**config.mk**
```make
export PLATFORM = sky130hd
export DESIGN_NAME = implicit_list_first_fit_allocator
export DESIGN_NICKNAME = d
export VERILOG_FILES = /design/src/hw/rtl/ilff_pkg.sv /design/src/hw/rtl/implicit_list_first_fit_allocator.sv
export SDC_FILE = /design/constraint.sdc
export NUM_CORES = 2
export LEC_CHECK = 0
export ABC_CLOCK_PERIOD_IN_PS = 15660
export BUFFER_PORTS_ARGS = -buffer_cell sky130_fd_sc_hd__buf_2
export CORE_ASPECT_RATIO = 0.7
export CORE_MARGIN = 2
export CORE_UTILIZATION = 49
export DETAILED_ROUTE_END_ITERATION = 8
export MAX_ROUTING_LAYER = met4
export PLACE_DENSITY_LB_ADDON = 0.2
export SETUP_SLACK_MARGIN = 0.2
export SYNTH_ARGS = -nofsm -noshare
export SYNTH_HDL_FRONTEND = slang
export SYNTH_SLANG_ARGS = --single-unit
```
**constraint.sdc**
```tcl
create_clock -name clk -period 15.66 [get_ports clk]
set_clock_uncertainty 0.2 [all_clocks]
set_input_delay 3.132 -clock clk [delete_from_list [all_inputs] [get_ports clk]]
set_output_delay 3.132 -clock clk [all_outputs]
set_load 0.02 [all_outputs]
```
**src/hw/rtl/ilff_pkg.sv**
```systemverilog
`timescale 1ns / 1ps
`default_nettype none

package ilff_pkg;

	localparam int HEAP_BYTES   = 4096;
	localparam int HEADER_BYTES = 8;
	localparam int ALIGN_BYTES  = 16;

	localparam int REQ_W = 13;
	localparam int OFS_W = 12;

	localparam logic OP_ALLOC = 1'b0;
	localparam logic OP_FREE  = 1'b1;

	localparam logic [1:0] STATUS_OK     = 2'd0;
	localparam logic [1:0] STATUS_NOFIT  = 2'd1;
	localparam logic [1:0] STATUS_BADPTR = 2'd2;

	typedef struct packed {
		logic             op;
		logic [REQ_W-1:0] request_bytes;
		logic [OFS_W-1:0] user_offset;
	} cmd_t;

	typedef struct packed {
		logic [1:0]       status;
		logic [OFS_W-1:0] granted_offset;
	} rsp_t;

endpackage

`default_nettype wire

```
**src/hw/rtl/implicit_list_first_fit_allocator.sv**
```systemverilog
`timescale 1ns / 1ps
`default_nettype none

// First-fit heap allocator over an implicit block list. Block headers live in a
// one-read, one-write memory with one entry per 16-byte unit of the heap; only
// entries at block starts are meaningful. After reset the block first writes the
// initial header (one free block spanning the heap); cmd_stall stays high
// meanwhile. An allocate visits one header per cycle through the memory read port
// and, when the block is split, then writes the header of the free remainder;
// a free walks the same way and, when the pointer is found, reads the following
// header in the last walk step and then does the coalescing write. With a
// 4096-byte heap at most 256 headers are visited. A finished response sits in an
// output register and the next command is taken while it waits; if that response
// is still stalled when the next one is ready, the block holds in its response
// state for as long as the stall lasts.
module implicit_list_first_fit_allocator (
	input  wire                 clk,
	input  wire                 arst_n,
	input  wire                 cmd_valid,
	output logic                cmd_stall,
	input  wire ilff_pkg::cmd_t cmd,
	output logic                rsp_valid,
	input  wire                 rsp_stall,
	output ilff_pkg::rsp_t      rsp
);
	import ilff_pkg::*;

	localparam int UNITS    = HEAP_BYTES / ALIGN_BYTES;
	localparam int IDX_W    = $clog2(UNITS);
	localparam int SIZE_W   = IDX_W + 1;
	localparam int ALIGN_SH = $clog2(ALIGN_BYTES);
	localparam int OFF_W    = IDX_W + ALIGN_SH;
	localparam int CMP_W    = ((OFF_W + 1 > REQ_W + 1) ? OFF_W + 1 : REQ_W + 1) + 1;
	localparam int MW       = ((OFF_W > OFS_W) ? OFF_W : OFS_W) + 1;

	typedef struct packed {
		logic              used;
		logic [SIZE_W-1:0] units;
	} hdr_t;

	typedef enum logic [2:0] {
		ST_INIT,
		ST_IDLE,
		ST_WALK,
		ST_SPLIT,
		ST_MERGE,
		ST_RESP
	} state_t;

	state_t            state_q;
	hdr_t              mem [UNITS];
	hdr_t              rd_data_q;
	logic [IDX_W-1:0]  rd_addr;
	logic              wr_en;
	logic [IDX_W-1:0]  wr_addr;
	hdr_t              wr_data;

	cmd_t              cmd_q;
	logic [IDX_W:0]    idx_q;
	logic [IDX_W-1:0]  prev_idx_q;
	logic [SIZE_W-1:0] prev_units_q;
	logic              prev_free_q;
	logic [SIZE_W-1:0] cur_units_q;
	logic              has_next_q;
	logic [IDX_W-1:0]  split_addr_q;
	logic [SIZE_W-1:0] split_units_q;
	logic [1:0]        status_q;
	logic [OFS_W-1:0]  grant_q;
	logic              rsp_valid_q;
	rsp_t              rsp_q;

	logic [IDX_W:0]    nxt;
	logic [OFF_W-1:0]  hdr_off;
	logic [CMP_W-1:0]  blk_bytes;
	logic [CMP_W-1:0]  need_bytes;
	logic              fit;
	logic              split;
	logic [REQ_W:0]    req_p7;
	logic [SIZE_W-1:0] nb_units;
	logic              take;
	logic              match;
	logic              next_free;
	logic [SIZE_W-1:0] total;

	always_comb begin
		nxt        = idx_q + rd_data_q.units;
		hdr_off    = {idx_q[IDX_W-1:0], {ALIGN_SH{1'b0}}};
		blk_bytes  = CMP_W'({rd_data_q.units, {ALIGN_SH{1'b0}}});
		need_bytes = CMP_W'(cmd_q.request_bytes) + CMP_W'(HEADER_BYTES);
		fit        = (blk_bytes >= need_bytes) && (blk_bytes >= CMP_W'(ALIGN_BYTES));
		split      = blk_bytes >= (need_bytes + CMP_W'(ALIGN_BYTES));
		req_p7     = {1'b0, cmd_q.request_bytes} + (REQ_W + 1)'(7);
		nb_units   = SIZE_W'((req_p7 >> ALIGN_SH) + 1'b1);
		take       = !rd_data_q.used && fit;
		match      = (MW'(hdr_off) + MW'(HEADER_BYTES)) == MW'(cmd_q.user_offset);
		next_free  = has_next_q && !rd_data_q.used;
		total      = cur_units_q + (next_free ? rd_data_q.units : '0);
	end

	always_comb begin
		rd_addr = idx_q[IDX_W-1:0];
		wr_en   = 1'b0;
		wr_addr = idx_q[IDX_W-1:0];
		wr_data = '0;
		case (state_q)
			ST_INIT: begin
				wr_en   = 1'b1;
				wr_addr = '0;
				wr_data = '{used: 1'b0, units: SIZE_W'(UNITS)};
			end
			ST_IDLE: begin
				rd_addr = '0;
			end
			ST_WALK: begin
				rd_addr = nxt[IDX_W-1:0];
				if (cmd_q.op == OP_ALLOC && take) begin
					wr_en   = 1'b1;
					wr_data = '{used: 1'b1, units: (split ? nb_units : rd_data_q.units)};
				end
			end
			ST_SPLIT: begin
				wr_en   = 1'b1;
				wr_addr = split_addr_q;
				wr_data = '{used: 1'b0, units: split_units_q};
			end
			ST_MERGE: begin
				wr_en = 1'b1;
				if (prev_free_q) begin
					wr_addr = prev_idx_q;
					wr_data = '{used: 1'b0, units: prev_units_q + total};
				end else begin
					wr_data = '{used: 1'b0, units: total};
				end
			end
			default: begin
				rd_addr = idx_q[IDX_W-1:0];
			end
		endcase
	end

	always_ff @(posedge clk) begin
		if (wr_en) begin
			mem[wr_addr] <= wr_data;
		end
		rd_data_q <= mem[rd_addr];
	end

	always_ff @(posedge clk or negedge arst_n) begin
		if (!arst_n) begin
			state_q     <= ST_INIT;
			rsp_valid_q <= 1'b0;
		end else begin
			if (state_q == ST_RESP) begin
				rsp_valid_q <= 1'b1;
			end else if (!rsp_stall) begin
				rsp_valid_q <= 1'b0;
			end
			case (state_q)
				ST_INIT: begin
					state_q <= ST_IDLE;
				end
				ST_IDLE: begin
					if (cmd_valid) begin
						cmd_q       <= cmd;
						idx_q       <= '0;
						prev_free_q <= 1'b0;
						state_q     <= ST_WALK;
					end
				end
				ST_WALK: begin
					if (cmd_q.op == OP_ALLOC) begin
						if (take) begin
							status_q <= STATUS_OK;
							grant_q  <= OFS_W'(hdr_off + OFF_W'(HEADER_BYTES));
							if (split) begin
								split_addr_q  <= IDX_W'(idx_q + nb_units);
								split_units_q <= rd_data_q.units - nb_units;
								state_q       <= ST_SPLIT;
							end else begin
								state_q <= ST_RESP;
							end
						end else if (nxt == SIZE_W'(UNITS)) begin
							status_q <= STATUS_NOFIT;
							grant_q  <= '0;
							state_q  <= ST_RESP;
						end else begin
							idx_q <= nxt;
						end
					end else begin
						if (match) begin
							cur_units_q <= rd_data_q.units;
							has_next_q  <= nxt != SIZE_W'(UNITS);
							status_q    <= STATUS_OK;
							grant_q     <= '0;
							state_q     <= ST_MERGE;
						end else if (nxt == SIZE_W'(UNITS)) begin
							status_q <= STATUS_BADPTR;
							grant_q  <= '0;
							state_q  <= ST_RESP;
						end else begin
							prev_idx_q   <= idx_q[IDX_W-1:0];
							prev_units_q <= rd_data_q.units;
							prev_free_q  <= !rd_data_q.used;
							idx_q        <= nxt;
						end
					end
				end
				ST_SPLIT: begin
					state_q <= ST_RESP;
				end
				ST_MERGE: begin
					state_q <= ST_RESP;
				end
				ST_RESP: begin
					if (!rsp_valid_q || !rsp_stall) begin
						rsp_q   <= '{status: status_q, granted_offset: grant_q};
						state_q <= ST_IDLE;
					end
				end
				default: begin
					state_q <= ST_IDLE;
				end
			endcase
		end
	end

	assign cmd_stall = state_q != ST_IDLE;
	assign rsp_valid = rsp_valid_q;
	assign rsp       = rsp_q;

endmodule

`default_nettype wire

```
=== Word level (Yosys, flattened, before mapping) ===
Memories as Yosys holds them, arrays and structs flattened. A register that Yosys moved wholly into a read port is not among the register bits.
Index checks and enable logic that the tools add are counted.

* Bits in writable memories: 2560
* Memories kept: 1
* Word-level logic and storage cells: 118
* Register bits: 112

* Equal/unequal tests: 18
* $lt $le $gt $ge: 3
* Reductions and logical operators: 23
* Bitwise logic cells: 3
* Add/sub/neg operators: 11
* Muxes and demuxes: 42

{| class="wikitable"
|+ Memory list
! name !! words !! width !! read ports !! clocked after memory_dff !! wr ports !! RTL line !! RTL
|-
| mem || 256 || 10 || 1 || 1 || 1 || implicit_list_first_fit_allocator.sv:51 || <nowiki>hdr_t mem [UNITS];</nowiki>
|}

{| class="wikitable"
|+ Operator list
! cell !! count
|-
| $mux W9 || 8
|-
| $mux W12 || 4
|-
| $pmux W10 S4 || 1
|-
| $add A9 B9 Y9 || 3
|-
| $pmux W8 S3 || 1
|-
| $mux W3 || 7
|-
| $pmux W9 S2 || 1
|-
| $pmux W8 S2 || 1
|-
| $add A14 B5 Y15 const B || 1
|-
| $ge A13 B15 Y1 || 1
|-
| $reduce_and A5 Y1 || 3
|-
| $add A13 B4 Y14 const B || 1
|-
| $ge A13 B14 Y1 || 1
|-
| $add A12 B4 Y13 const B || 1
|-
| $add A13 B3 Y13 const B || 1
|-
| $eq A13 B12 Y1 || 1
|-
| $ge A13 B5 Y1 const B || 1
|-
| $add A12 B4 Y12 const B || 1
|-
| $pmux W3 S4 || 1
|-
| $mux W10 || 1
|-
| $mux W2 || 5
|-
| $add A9 B1 Y9 const B || 1
|-
| $eq A9 B9 Y1 const B || 1
|-
| $mux W1 || 9
|-
| 25 further kinds || 44
|}

=== Depth between registers and ports, before layout ===
* Depth after elaboration: 9
* Depth in mapped cells: 18
* Mapped depth without buffers: 18

=== Worst setup path before layout ===
OpenSTA, ideal clock, no wires.

* Kind: register -> register
* Start point: register cmd_q[15] (netlist bit)
* End point: memory mem[0][1] (netlist bit), data pin
* Data required time: 13.834 ns
* Path slack: 3.669 ns
* Cell stages (with the launch flop): 16
* Buffers on the path: 2
* Setup time: 1.626 ns
* Data arrival time: 10.165 ns
* Cells stage by stage: edfxtp_1 -> clkbuf_1 -> nand3_1 -> nor2_1 -> xnor2_1 -> or3_1 -> xnor2_1 -> ha_1 -> o21a_1 -> o21a_1 -> o21ai_0 -> a31oi_1 -> o22a_1 -> buf_2 -> mux2i_1 -> o221ai_1

{| class="wikitable"
|+ RTL lines
! item !! RTL line !! RTL
|-
| start: declaration || implicit_list_first_fit_allocator.sv:58 || <nowiki>cmd_t cmd_q;</nowiki>
|-
| start signal: assignment || implicit_list_first_fit_allocator.sv:164 || <nowiki>cmd_q <= cmd;</nowiki>
|-
| end: declaration || implicit_list_first_fit_allocator.sv:51 ||
|}

=== Worst setup path in the final report ===
* Start point: register idx_q[0]
* End point: register, netlist name blk_bytes[5]

* Word-level cells in the longest chain between the ends: 2

{| class="wikitable"
|+ Ends and longest elaborated chain
! item !! RTL line !! RTL
|-
| start: declaration || implicit_list_first_fit_allocator.sv:59 || <nowiki>logic [IDX_W:0] idx_q;</nowiki>
|-
| start signal: assignment || implicit_list_first_fit_allocator.sv:187 || <nowiki>idx_q <= nxt;</nowiki>
|-
| start signal: assignment || implicit_list_first_fit_allocator.sv:204 || <nowiki>idx_q <= nxt;</nowiki>
|-
| $add A9 B9 Y9 || implicit_list_first_fit_allocator.sv:86 || <nowiki>nxt = idx_q + rd_data_q.units;</nowiki>
|-
| $pmux W8 S2 (*) || implicit_list_first_fit_allocator.sv:105 || <nowiki>case (state_q)</nowiki>
|}

Mark *: on every way between the ends. The rest lies on a longest branch, timed or not.
A chain may end at the register's enable or synchronous reset.

==> impl_metrics.toml <==
[global_route]
grt_overflow = 0
grt_use_total = 0.277
grt_pass1_wl_mm = 426
grt_max_degree = 201
antenna_found_initial = 27
grt_pass1_vias = 55915

[synthesis]
ys_seq_area_frac = 0.752
syn_inst = 6037
synth_flop_cell = "edfxtp_1"
yosys_register_bits = 2682
synth_area_mm2 = 0.107
synthArstFlopShare = 0.00149
synth_enable_flop_cells = 2668
yosysWarnings = 0
ys_types = 86
syn_area_per_cell_um2 = 17.7
syn-num-nets = 6132

[worst_setup_path]
cp-start-kind = "register"
crit_fanout = 91
rrSetupSlack_ns = 8.36
timing.reg2reg.worst_path_depth = 13
worstPathRequired_ns = 16.19
crit_arrival_ns = 7.83
worstSetupEndpointType = "register"
worstSetupPathType = "register to register"

[timing]
fin_setup_tns_ns = 0
hold_viol_final = 0
layout_min_cycle_time_ns = 7.30
timing.final.crit_share = 0.466
slew-limit-headroom = 0.0285
timing.fmax_mhz = 137
slew_violations = 0
rsz0062_at_grt = "no"
tightest_slew_ns = 1.45
finalSetupViolCount = 0

[job]
drv_cap = 0

[pwr]
sw_frac_of_total = 0.375
p_int_mw = 14.4
p_switching_mw = 8.65
power-per-cell-area_mw_per_mm2 = 196
seqPwrFrac = 0.382
clkPwrFrac = 0.248
ir_drop_uv = 218
p_comb_frac = 0.370
power_leakage_nw = 37.7

[clocking]
cts_resized = 0
cts_made_buffers = 246
path_clk_slew_ns = 0.07
post_cts_buffers = 0
tritoncts = "done"
clk_path_buf_depth = 4
cts.sinks = 2682
hold_buffers = 0
root_buffer = "clkbuf_16"
h-tree-depth = 4
clk_latency_ns = 0.89

[detailed_routing]
avgRoutedWirePerCell_um = 32.5
firstDrtPassIters = 6
routed_wl_mm = 300
drtAntennaViolNets = 0
drtIter0Drc = 9594
via_per_inst = 6.41
drc_errors = 0
vias = 59243

[floorplan]
fp.dieW_um = 562
ioPinCount = 46
core_mm2 = 0.217
initial_core_util = 0.493
fp.dieH_um = 395
die_area_mm2 = 0.222
rows = 143

[min_path]
hp-class = "register to register"
hold_path_depth = 0

[outcome]
status = "finished, final reports clean"

[final_layout]
fin_nets = 6232
fin_cells = 9247
layout-drive-gt1-share = 0.163
final_cell_mix = "edfxtp_1 (2668), nand2_1 (664), mux4_2 (418), nor2_1 (326), clkbuf_16 (248)"
postLayoutCoreUtil = 0.544
areaGrowthSynthToFinish_pct = 10.3
final_common_cell = "edfxtp_1"

[placement]
post-place-cells = 8789
port_buffers = 45
hpwl_mm = 179
routabilityCongestion = 0.894
kinds of logic after synthesis:
family,Yosys count,share of synthesized area
buffers and inverters,397,0.0202
AND/OR/NAND/NOR,1420,0.0583
AO/OA/AOI/OAI,822,0.0529
adder cells (fa/ha/maj),65,0.00795
XOR/XNOR,76,0.00622
flip-flops,2682,0.752
multiplexers,575,0.103
power by group through the flow:
stage	logic, mW	registers (mW)	clock network (mW)
5_1_grt	8.95	8.82	6.06
6_report	8.54	8.82	5.73
3_5_place_dp	8.40	8.97	0
3_3_place_gp	8.32	8.96	0
2_1_floorplan	5.20	9.32	0
4_1_cts	8.43	8.81	5.79
final timing paths:
| path | from | to |
|---|---|---|
| worst max-delay path | idx_q[0] | blk_bytes[5] |
| worst min-delay path | status_q[1] | rsp[13] |
| worst max register to register | idx_q[0] | blk_bytes[5] |
| worst min register to register | status_q[1] | rsp[13] |
| max in group asynchronous | arst_n | state_q[2] |
| min in group asynchronous | arst_n | rsp_valid |
routing by layer:
layer	GRT usage	wire, µm
met2	0.375	129000
met5	-	0
met1	0.421	128000
met3	0.0696	36400
met4	0.0641	6770
synthesized netlist by cell type, types with 28 or more instances:
| cell | number | area (µm²) |
|---|---|---|
| o221ai_1 | 47 | 412 |
| nand3_1 | 181 | 906 |
| xor2_1 | 37 | 324 |
| mux4_2 | 418 | 9410 |
| a221oi_1 | 28 | 245 |
| buf_6 | 29 | 327 |
| inv_1 | 37 | 139 |
| a31oi_1 | 29 | 181 |
| ha_1 | 60 | 751 |
| o22ai_1 | 49 | 307 |
| nor3_1 | 36 | 180 |
| nand2_1 | 680 | 2550 |
| a21oi_1 | 219 | 1100 |
| nand4_1 | 48 | 300 |
| o21ai_0 | 86 | 430 |
| buf_4 | 77 | 578 |
| xnor2_1 | 39 | 342 |
| a32oi_1 | 57 | 499 |
| buf_2 | 130 | 651 |
| nor2_1 | 330 | 1240 |
| mux2i_1 | 155 | 1550 |
| a22oi_1 | 108 | 811 |
| clkbuf_1 | 104 | 390 |
| a22o_1 | 53 | 464 |
| edfxtp_1 | 2668 | 80100 |
worst max-delay path, cell delays in order (launching register included):
cell	delay, ns
edfxtp_1	0.53
ha_1	0.38
nor4bb_2	0.20
nor4_4	0.23
buf_4	0.66
buf_4	0.63
buf_12	0.59
buf_4	0.78
mux4_2	0.61
and2_1	0.17
a211oi_1	0.53
nor4_1	0.30
nor4_1	0.89
nor4_1	0.13
area by class of cell:
class / instances / area [µm²]
antenna: 12 / 30.0
multi-input combinational: 2958 / 24700
clock inverter: 149 / 1060
inverter: 37 / 146
clock buffer: 297 / 6390
timing repair buffer: 212 / 1590
sequential: 2682 / 80400
fill: 16781 / 99000
tap: 2900 / 3630
metrics by stage:
step,cell area (µm²),hold slack (ns),total power [mW],worst slack [ns]
floorplan,107000,0.200,14.5,3.67
global placement,110000,0.213,17.3,8.35
detailed placement,111000,0.211,17.4,8.42
CTS,118000,0.227,23.0,8.40
global route,118000,0.242,23.8,8.09
finish,118000,0.226,23.1,8.36
flip-flops by register name, summed over array words and instances (netlist names):
name           flops
prev_free_q        1
blk_bytes          9
cur_units_q        9
status_q           2
rsp               14
rsp_valid          1
state_q            3
prev_units_q       9
rd_data_q          1
grant_q           12
split_addr_q       8
mem             2560
prev_idx_q         8
split_units_q      9
idx_q              9
has_next_q         1
cmd_q             26
Power figures use the tool's default switching activity.
